### config.mk
export PLATFORM = sky130hd
export DESIGN_NAME = longest_distinct_run_finder
export DESIGN_NICKNAME = d
export VERILOG_FILES = /design/src/design/ldrf_pkg.sv /design/src/design/ldrf_seen_mem.sv /design/src/design/ldrf_window.sv /design/src/design/longest_distinct_run_finder.sv
export VERILOG_INCLUDE_DIRS = /design/src /design/src/design
export SDC_FILE = /design/constraint.sdc
export NUM_CORES = 2
export LEC_CHECK = 0
export ABC_CLOCK_PERIOD_IN_PS = 7600
export CAP_MARGIN = 15
export CORE_AREA = 5 5 673 675
export DETAILED_ROUTE_END_ITERATION = 10
export DIE_AREA = 0 0 678 680
export DONT_BUFFER_PORTS = 1
export PLACE_DENSITY = 0.54
export SLEW_MARGIN = 20
export SYNTH_ARGS = -nofsm -noshare
export SYNTH_HDL_FRONTEND = slang
export SYNTH_SLANG_ARGS = --single-unit
### constraint.sdc
create_clock -name clk -period 7.6 [get_ports clk]
set_clock_uncertainty 0.1 [all_clocks]
set_input_delay 0.76 -clock clk [delete_from_list [all_inputs] [get_ports clk]]
set_output_delay 0.76 -clock clk [all_outputs]
set_load 0.03 [all_outputs]
### src/design/assert_macros.svh
`ifndef ASSERT_MACROS_SVH
`define ASSERT_MACROS_SVH

// Checks that a condition holds at every clock edge outside reset.
`define LDRF_ASSERT_ALWAYS(label, cond, msg) \
  label: assert property (@(posedge clk) disable iff (rst) (cond)) else $error(msg);

// Checks that a condition implies another one at the same edge.
`define LDRF_ASSERT_IMPLY(label, ante, cons, msg) \
  label: assert property (@(posedge clk) disable iff (rst) (ante) |-> (cons)) \
    else $error(msg);

// Checks that a condition implies another one at the next edge.
`define LDRF_ASSERT_NEXT(label, ante, cons, msg) \
  label: assert property (@(posedge clk) disable iff (rst) (ante) |=> (cons)) \
    else $error(msg);

`endif

### src/design/ldrf_pkg.sv
package ldrf_pkg;

  localparam int LDRF_MAX_LEN = 4096;
  localparam int CHAR_W       = 8;
  localparam int CHAR_COUNT   = 1 << CHAR_W;
  localparam int START_W      = 12;
  localparam int LENGTH_W     = 13;

  typedef struct packed {
    logic [CHAR_W-1:0] character;
    logic              end_of_string;
  } item_t;

  typedef struct packed {
    logic [START_W-1:0]  best_start;
    logic [LENGTH_W-1:0] best_length;
    logic                overflow;
  } result_t;

endpackage

### src/design/ldrf_seen_mem.sv
module ldrf_seen_mem #(
  parameter int POS_W = ldrf_pkg::START_W
) (
  input  logic                      clk,
  input  logic                      wr_en,
  input  logic [ldrf_pkg::CHAR_W-1:0] wr_addr,
  input  logic [POS_W-1:0]          wr_data,
  input  logic                      rd_en,
  input  logic [ldrf_pkg::CHAR_W-1:0] rd_addr,
  output logic [POS_W-1:0]          rd_data
);
  import ldrf_pkg::*;

  logic [POS_W-1:0] mem [CHAR_COUNT];

  always_ff @(posedge clk) begin
    if (wr_en) begin
      mem[wr_addr] <= wr_data;
    end
  end

  // A read that coincides with a write to the same entry returns the new data.
  always_ff @(posedge clk) begin
    if (rd_en) begin
      if (wr_en && (wr_addr == rd_addr)) begin
        rd_data <= wr_data;
      end else begin
        rd_data <= mem[rd_addr];
      end
    end
  end

endmodule

### src/design/ldrf_window.sv
`include "assert_macros.svh"

module ldrf_window #(
  parameter int MAX_LEN = ldrf_pkg::LDRF_MAX_LEN,
  parameter int POS_W   = ldrf_pkg::START_W,
  parameter int CNT_W   = ldrf_pkg::LENGTH_W
) (
  input  logic                        clk,
  input  logic                        rst,
  input  logic                        fire,
  input  logic [ldrf_pkg::CHAR_W-1:0] character,
  input  logic                        end_of_string,
  input  logic [POS_W-1:0]            seen_pos,
  output logic                        wr_en,
  output logic [ldrf_pkg::CHAR_W-1:0] wr_addr,
  output logic [POS_W-1:0]            wr_data,
  output logic [POS_W-1:0]            res_start,
  output logic [CNT_W-1:0]            res_length,
  output logic                        res_overflow
);
  import ldrf_pkg::*;

  localparam logic [CNT_W-1:0] LIMIT = CNT_W'(MAX_LEN);

  logic [CHAR_COUNT-1:0] seen_valid;
  logic [POS_W-1:0]      window_start;
  logic [CNT_W-1:0]      byte_position;
  logic [POS_W-1:0]      best_start;
  logic [CNT_W-1:0]      best_length;
  logic                  overflow_flag;

  logic                  in_range;
  logic                  hit;
  logic [POS_W-1:0]      window_start_next;
  logic [CNT_W-1:0]      run_len;
  logic                  better;

  always_comb begin
    in_range          = byte_position < LIMIT;
    hit               = seen_valid[character] && (seen_pos >= window_start);
    window_start_next = hit ? POS_W'(seen_pos + 1'b1) : window_start;
    run_len           = byte_position - CNT_W'(window_start_next) + CNT_W'(1);
    better            = in_range && (run_len > best_length);
    res_start         = better ? window_start_next : best_start;
    res_length        = better ? run_len : best_length;
    res_overflow      = overflow_flag || !in_range;
    wr_en             = fire && in_range;
    wr_addr           = character;
    wr_data           = byte_position[POS_W-1:0];
  end

  always_ff @(posedge clk) begin
    if (rst) begin
      seen_valid    <= '0;
      window_start  <= '0;
      byte_position <= '0;
      best_start    <= '0;
      best_length   <= '0;
      overflow_flag <= 1'b0;
    end else if (fire) begin
      if (end_of_string) begin
        seen_valid    <= '0;
        window_start  <= '0;
        byte_position <= '0;
        best_start    <= '0;
        best_length   <= '0;
        overflow_flag <= 1'b0;
      end else begin
        if (in_range) begin
          seen_valid[character] <= 1'b1;
          window_start          <= window_start_next;
          byte_position         <= byte_position + CNT_W'(1);
        end
        best_start    <= res_start;
        best_length   <= res_length;
        overflow_flag <= res_overflow;
      end
    end
  end

  `LDRF_ASSERT_ALWAYS(a_window_in_string, CNT_W'(window_start) <= byte_position, "window start is past the byte position")
  `LDRF_ASSERT_ALWAYS(a_best_fits, best_length <= byte_position, "best run is longer than the string so far")
  `LDRF_ASSERT_NEXT(a_clear_on_end, fire && end_of_string, (byte_position == '0) && (best_length == '0) && (seen_valid == '0), "string state not cleared after the final byte")

endmodule

### src/design/longest_distinct_run_finder.sv
// A final byte's result is loaded into the result register when the byte leaves the
// input stage, and can then transfer out from that register.
// Throughput: one byte per cycle; a final byte waits in the input stage only
// while an earlier result is held in the result register under stall.
// Reset clears all control state and the per-value seen marks.
// The last-position table itself is not cleared and is read only behind its marks.
module longest_distinct_run_finder #(
  parameter int MAX_LEN = ldrf_pkg::LDRF_MAX_LEN
) (
  input  logic              clk,
  input  logic              rst,
  input  logic              item_valid,
  output logic              item_stall,
  input  ldrf_pkg::item_t   item,
  output logic              result_valid,
  input  logic              result_stall,
  output ldrf_pkg::result_t result
);
  import ldrf_pkg::*;

  localparam int POS_W = (MAX_LEN > 2) ? $clog2(MAX_LEN) : 1;
  localparam int CNT_W = $clog2(MAX_LEN + 1);

  item_t             s1_item;
  logic              s1_valid;
  logic              s1_fire;
  logic              accept;
  logic [POS_W-1:0]  seen_pos;
  logic              wr_en;
  logic [CHAR_W-1:0] wr_addr;
  logic [POS_W-1:0]  wr_data;
  logic [POS_W-1:0]  res_start;
  logic [CNT_W-1:0]  res_length;
  logic              res_overflow;

  assign s1_fire    = s1_valid && (!s1_item.end_of_string || !result_valid || !result_stall);
  assign item_stall = s1_valid && !s1_fire;
  assign accept     = item_valid && !item_stall;

  always_ff @(posedge clk) begin
    if (rst) begin
      s1_valid <= 1'b0;
    end else if (accept) begin
      s1_valid <= 1'b1;
    end else if (s1_fire) begin
      s1_valid <= 1'b0;
    end
  end

  always_ff @(posedge clk) begin
    if (accept) begin
      s1_item <= item;
    end
  end

  ldrf_seen_mem #(
    .POS_W(POS_W)
  ) u_seen_mem (
    .clk    (clk),
    .wr_en  (wr_en),
    .wr_addr(wr_addr),
    .wr_data(wr_data),
    .rd_en  (accept),
    .rd_addr(item.character),
    .rd_data(seen_pos)
  );

  ldrf_window #(
    .MAX_LEN(MAX_LEN),
    .POS_W  (POS_W),
    .CNT_W  (CNT_W)
  ) u_window (
    .clk          (clk),
    .rst          (rst),
    .fire         (s1_fire),
    .character    (s1_item.character),
    .end_of_string(s1_item.end_of_string),
    .seen_pos     (seen_pos),
    .wr_en        (wr_en),
    .wr_addr      (wr_addr),
    .wr_data      (wr_data),
    .res_start    (res_start),
    .res_length   (res_length),
    .res_overflow (res_overflow)
  );

  always_ff @(posedge clk) begin
    if (rst) begin
      result_valid <= 1'b0;
    end else if (s1_fire && s1_item.end_of_string) begin
      result_valid <= 1'b1;
    end else if (!result_stall) begin
      result_valid <= 1'b0;
    end
  end

  always_ff @(posedge clk) begin
    if (s1_fire && s1_item.end_of_string) begin
      result.best_start  <= START_W'(res_start);
      result.best_length <= LENGTH_W'(res_length);
      result.overflow    <= res_overflow;
    end
  end

endmodule

* Yosys cells after proc, flatten, opt, wreduce, memory -nomap -nowiden
Memories as Yosys holds them, arrays and structs flattened. A register that Yosys moved wholly into a read port is not among the register bits.
Cells that the tools add are included.
** Storage, ports and cells
- Register bits after elaboration :: 344
- RAM bits :: 3072
- Bits of input ports :: 13
- Output and inout port bits :: 28
- Logic and storage cells :: 67
- Memories kept :: 1
** Memory list
- u_seen_mem.mem :: depth 256, bits a word 12, rd ports 1, clocked after Yosys merged registers in 1, write ports 1, RTL line ldrf_seen_mem.sv:14 : logic [POS_W-1:0] mem [CHAR_COUNT];
** Operators by class
- Add/sub/neg operators :: 4
- Magnitude comparators :: 5
- Equal/unequal tests :: 1
- Multiplexer cells :: 22
- Bitwise gates (word level) :: 1
- Reduce and logical (&&, ||, !) cells :: 20
** Operators by type and width (count)
- $mux W256 :: 2
- $or A256 B256 Y256 :: 1
- $mux W12 :: 5
- $mux W13 :: 4
- $add A13 B1 Y13 const B :: 2
- $gt A13 B13 Y1 :: 1
- $lt A13 B13 Y1 const B :: 1
- $sub A13 B12 Y13 :: 1
- $add A12 B1 Y12 const B :: 1
- $ge A12 B12 Y1 :: 1
- $lt A8 B9 Y1 const B :: 1
- $mux W1 :: 9
- $bmux W1 S8 :: 1
- $demux W1 S8 :: 1
- $ge A8 B1 Y1 const B :: 1
- $logic_and A1 B1 Y1 :: 8
- $logic_not A1 Y1 :: 6
- $reduce_bool A2 Y1 :: 2
- $logic_or A1 B1 Y1 :: 3
- $ne A2 B1 Y1 const B :: 1
- $reduce_and A2 Y1 :: 1

* Longest topological paths before layout
- Depth in word-level cells :: 10
- Gate-level depth with buffers :: 34
- Mapped depth without buffers :: 31

* Hierarchy
Synthesis repeated with hierarchy kept, for this count alone.
** Second synthesis, totals
- Cell total of the unflattened synthesis :: 7248
- Area total of the unflattened synthesis :: 134007.3 um^2
** By module, submodules not included
- ldrf_seen_mem :: times used 1, cells each 5686, area an instance 118846.5 um^2, seq. area each 92608.8 um^2
- ldrf_window :: times used 1, cells each 1514, area an instance 14017.2 um^2, seq. area each 6145.9 um^2
- longest_distinct_run_finder :: times used 1, cells each 48, area an instance 1143.6 um^2, seq. area each 1091.0 um^2

* Worst setup path before layout
OpenSTA, ideal clock, no wires.
- Path kind :: reg-to-reg
- From :: register u_window.byte_position[2]
- To :: register u_window.best_length[6]
- Library setup time :: 117 ps
- Arrival :: 8140 ps
- Data required time :: 7383 ps
- Setup slack :: -756 ps
- Cell stages (with the launch flop) :: 22
- Buffers on the path :: 1
- Path through :: dfxtp_1 > inv_1 > nor2_1 > o22ai_1 > o211a_1 > fa_1 > a21o_1 > a21oi_1 > o21bai_1 > a21oi_1 > o21ai_0 > a21oi_1 > nor4bb_1 > or3_1 > ha_1 > nand4_1 > nor2_1 > a221o_1 > a31oi_1 > clkbuf_1 > mux2_2 > a22o_1
** Between the ends
- Cells in the longest elaborated chain, start to end :: 6
** Ends and longest elaborated chain
- start, declared :: RTL line ldrf_window.sv:27 : logic [CNT_W-1:0] byte_position;
- start signal, assigned :: RTL line ldrf_window.sv:72 : byte_position <= byte_position + CNT_W'(1);
- $sub A13 B12 Y13 :: RTL line ldrf_window.sv:42 : run_len = byte_position - CNT_W'(window_start_next) + CNT_W'(1);
- $add A13 B1 Y13 :: RTL line ldrf_window.sv:42
- $gt A13 B13 Y1 :: RTL line ldrf_window.sv:43 : better = in_range && (run_len > best_length);
- $logic_and A1 B1 Y1 :: RTL line ldrf_window.sv:43
- $mux W13 (*) :: RTL line ldrf_window.sv:45 : res_length = better ? run_len : best_length;
- via res_length[6] :: RTL line longest_distinct_run_finder.sv:33 : logic [CNT_W-1:0] res_length;
- $mux W13 (*) :: RTL line ldrf_window.sv:61 : if (end_of_string) begin
- end signal, assigned :: RTL line ldrf_window.sv:75 : best_length <= res_length;
- end, declared :: RTL line ldrf_window.sv:29 : logic [CNT_W-1:0] best_length;
The timed path passes the listed nets; every way through them passes the cells marked *.
A chain may end at the register's enable or synchronous reset.

* Final worst setup path
- From :: register s1_item[1] in the netlist's numbering
- To :: register u_window.best_start[1]
** Between the ends
- Cells in the longest elaborated chain, start to end :: 10
** Ends and longest elaborated chain
- start, declared :: RTL line longest_distinct_run_finder.sv:24 : item_t s1_item;
- start signal, assigned :: RTL line longest_distinct_run_finder.sv:52 : s1_item <= item;
- $bmux W1 S8 (*) :: RTL line ldrf_window.sv:40 : hit = seen_valid[character] && (seen_pos >= window_start);
- $mux W1 (not written as such) (*) :: RTL line ldrf_window.sv:40
- $logic_and A1 B1 Y1 (*) :: RTL line ldrf_window.sv:40
- $mux W12 (*) :: RTL line ldrf_window.sv:41 : window_start_next = hit ? POS_W'(seen_pos + 1'b1) : window_start;
- $sub A13 B12 Y13 :: RTL line ldrf_window.sv:42
- $add A13 B1 Y13 :: RTL line ldrf_window.sv:42
- $gt A13 B13 Y1 :: RTL line ldrf_window.sv:43
- $logic_and A1 B1 Y1 :: RTL line ldrf_window.sv:43
- $mux W12 (*) :: RTL line ldrf_window.sv:44 : res_start = better ? window_start_next : best_start;
- $mux W12 (*) :: RTL line ldrf_window.sv:61
- end signal, assigned :: RTL line ldrf_window.sv:74 : best_start <= res_start;
- end, declared :: RTL line ldrf_window.sv:28 : logic [POS_W-1:0] best_start;
Every way passes the cells marked *; elsewhere a longest branch is shown, timed or not. The select of a mux whose other input is x is not followed.

==> impl_metrics.toml <==
[synth]
ys_ff_latch = 3428
synth_warnings = 0
synthTopCellsByArea = "edfxtp_1, mux4_2, dfxtp_1, nor2_1, a21oi_1"
syn_inst = 6303
synth_nets = 6362
async_flop_share = 0
ys.flop_type = "edfxtp_1"
ys_seq_area_frac = 0.7489
synth_area_um2 = 133300
ys_types = 69
synth-edff-count = 3119
syn_avg_cell_area_um2 = 21.15
synth_top_area_share = 0.7025
yosys.area.top_type = "edfxtp_1"

[worst_setup_path]
crit_slowest_cell = "mux4_2"
crit_arrival_ns = 8.02
cp_top_family = "compound AO/OA/AOI/OAI gates"
start_kind = "flop"
worst-setup-path-type = "flop to flop"
cp_slowest_stage_delay_ns = 0.51
cp_max_fo = 21
required_ns = 8.38
worst-path-buf-inv = 4
cp-end-kind = "flop"

[place]
place_area_um2 = 142100
hpwl_mm = 195.6
dp_cells = 12140
numPortBuffers = 0
pre_cts_ws_ns = 0.2189
place_congestion = 0.8060

[routing]
vias_per_cell = 5.000
num_vias = 64170
drt_first_pass_iters = 8
drc = 0
initialDrtViolationCount = 6742
drt-wirelength-per-cell_um = 26.44
ant_nets = 0
wl_mm = 339.3

[clock_network]
cts_made_buffers = 361
root_buffer = "clkbuf_16"
cts_tree = "yes"
path_clk_slew_ns = 0.06
clk_latency_ns = 0.94
cts_num_sinks = 3428
clockBufferDepth = 4
cts_max_level = 5

[timing]
slew_viol_final = 0
setup_ws_ns = 0.3649
period_needed_ns = 7.235
setup_viol = 0
fmax_mhz = 138.2
finalCritPeriodShare = 0.9520
tightestPinTransition_ns = 1.376
max-slew-margin-rel = 0.08273
fin_worst_hold_slack_ns = 0.08989
fin_tns_setup_ns = 0
hold_viol = 0

[pwr]
leakagePower_nw = 43.73
pwr_density_cell_nw_per_um2 = 252.8
power_mw = 38.97
ir_worst_vdd_v = 0.0001916

[floorplanning]
die-area_um2 = 461000
coreArea_um2 = 446900
start_util = 0.2983
rows = 246
chipHeight_um = 680
io_pins = 41
chipWidth_um = 678

[grt]
grt_pass1_wl_mm = 488.6
antenna_found_initial = 15
grt_pass1_vias = 65580
grt_usage = 0.1432
grt_max_degree = 257
overflow = 0

[run_status]
status = "finished, final reports clean"

[final_layout]
fin_area_um2 = 154100
final_cells = 12830
nNetsFinal = 6641
layout-drive-gt1-share = 0.3045
syn2layout_area_growth_pct = 15.61
finish.utilization = 0.3449

[flow_run]
cap_violations = 0

[hold_path]
hp-class = "input port to flop"
## routing by layer
metal	vias to the layer above	wire [µm]	global-route usage
li1	26770	-	-
met1	34800	143300	0.1976
met5	-	13	0
met4	2	9099	0.03656
met3	451	21910	0.02492
met2	2144	165000	0.2353
## flip-flops by register name (all words and copies together), names as in the netlist, 9 cells and up
register / flops
result: 26
s1_item: 9
u_seen_mem.mem: 3072
u_seen_mem.rd_data: 12
u_window.best_length: 13
u_window.best_start: 12
u_window.byte_position: 13
u_window.seen_valid: 256
u_window.window_start: 12
## worst reg2reg max path, delay by kind of cell, from the launching register on
kind | cells | cell delay [ns]
AND/OR/NAND/NOR | 7 | 1.07
multiplexers | 2 | 1.00
adder cells (fa/ha/maj) | 4 | 1.23
flip-flops | 1 | 0.36
AO/OA/AOI/OAI | 14 | 2.68
buffers and inverters | 4 | 0.73
## worst paths after layout
check	from	end	slack [ns]	cells past startpoint
setup reg to reg	s1_item[1]	u_window.best_start[1]	0.36	31
hold reg to reg	u_window.best_start[10]	u_window.best_start[10]	0.36	1
setup / recovery	s1_item[1]	u_window.best_start[1]	0.36	31
hold / removal	item[6]	u_seen_mem.rd_data[9]	0.09	2
## cells in the mapped netlist (4+ instances only)
cell type / instances
a21o_1: 8
a21oi_1: 281
a22o_1: 12
a22oi_1: 6
a31o_2: 12
a32o_1: 11
and2_1: 14
and3_1: 5
buf_1: 34
buf_2: 85
buf_4: 16
buf_6: 5
clkbuf_1: 242
dfxtp_1: 309
edfxtp_1: 3119
ha_1: 45
inv_1: 47
mux2_2: 24
mux2i_1: 14
mux4_2: 1081
nand2_1: 69
nand2b_1: 10
nand3_1: 50
nand4_1: 23
nor2_1: 589
nor2b_1: 12
nor3_1: 20
nor3b_1: 4
nor4_1: 7
o211a_1: 4
o21a_1: 5
o21ai_0: 23
o21ai_1: 4
o221a_1: 11
o22ai_1: 5
o31ai_1: 5
o31ai_2: 8
or4_1: 5
xnor2_1: 18
xor2_1: 20
## where the power goes
part / switching [mW] / total (mW) / internal (mW)
Combinational: 0.766 / 1.35 / 0.586
Sequential: 0.0448 / 20.4 / 20.3
Clock: 7.36 / 17.2 / 9.89
Total: 8.17 / 39.0 / 30.8
## cells by family (layout without fill, tap and decap cells)
kind of cell    Yosys count  after routing  synth area share
other cells               0              5                 0
xor+xnor                 38             38          0.002496
flops                  3428           3428            0.7489
fa+ha+maj                46             46          0.004373
compound gates          423            423           0.01934
mux                    1119           1119            0.1857
buf+inv                 430           1004           0.01364
simple gates            819            819           0.02560
## area by class of cell
class                   instances  area (µm²)
repair buffers                298        2887
clock buffers                 448        9595
flip-flops and latches       3428       99890
well taps                    5952        7447
fillers                     41430      292800
multi-input cells            2445       32190
clock inverters               210        1933
inverters                      48       180.2
diodes                          5       12.51
## what timing repair did
item,4_1_cts,5_1_grt
endpoints found under the setup margin,0,50
buffers inserted,0,9
hold buffers,9,1
gates resized for setup,0,9
hold endpoints to repair,26,1
## cell usage in the layout, fill, tap and decap left out, types with 18 or more instances in the layout
master,Yosys,layout
nand2_1,69,62
nand4_1,23,23
o21ai_0,23,23
bufinv_16,0,26
clkbuf_1,242,69
nand3_1,50,44
a21oi_1,281,278
buf_4,16,247
mux2_2,24,24
dfxtp_1,309,297
buf_16,0,23
xor2_1,20,20
ha_1,45,45
clkinv_2,0,67
clkbuf_16,0,368
inv_1,47,47
xnor2_1,18,18
edfxtp_1,3119,3119
nor2_2,0,120
clkinv_1,1,81
nor2_1,589,468
mux4_2,1081,1081
No activity file was read; power rests on OpenSTA's default activity.
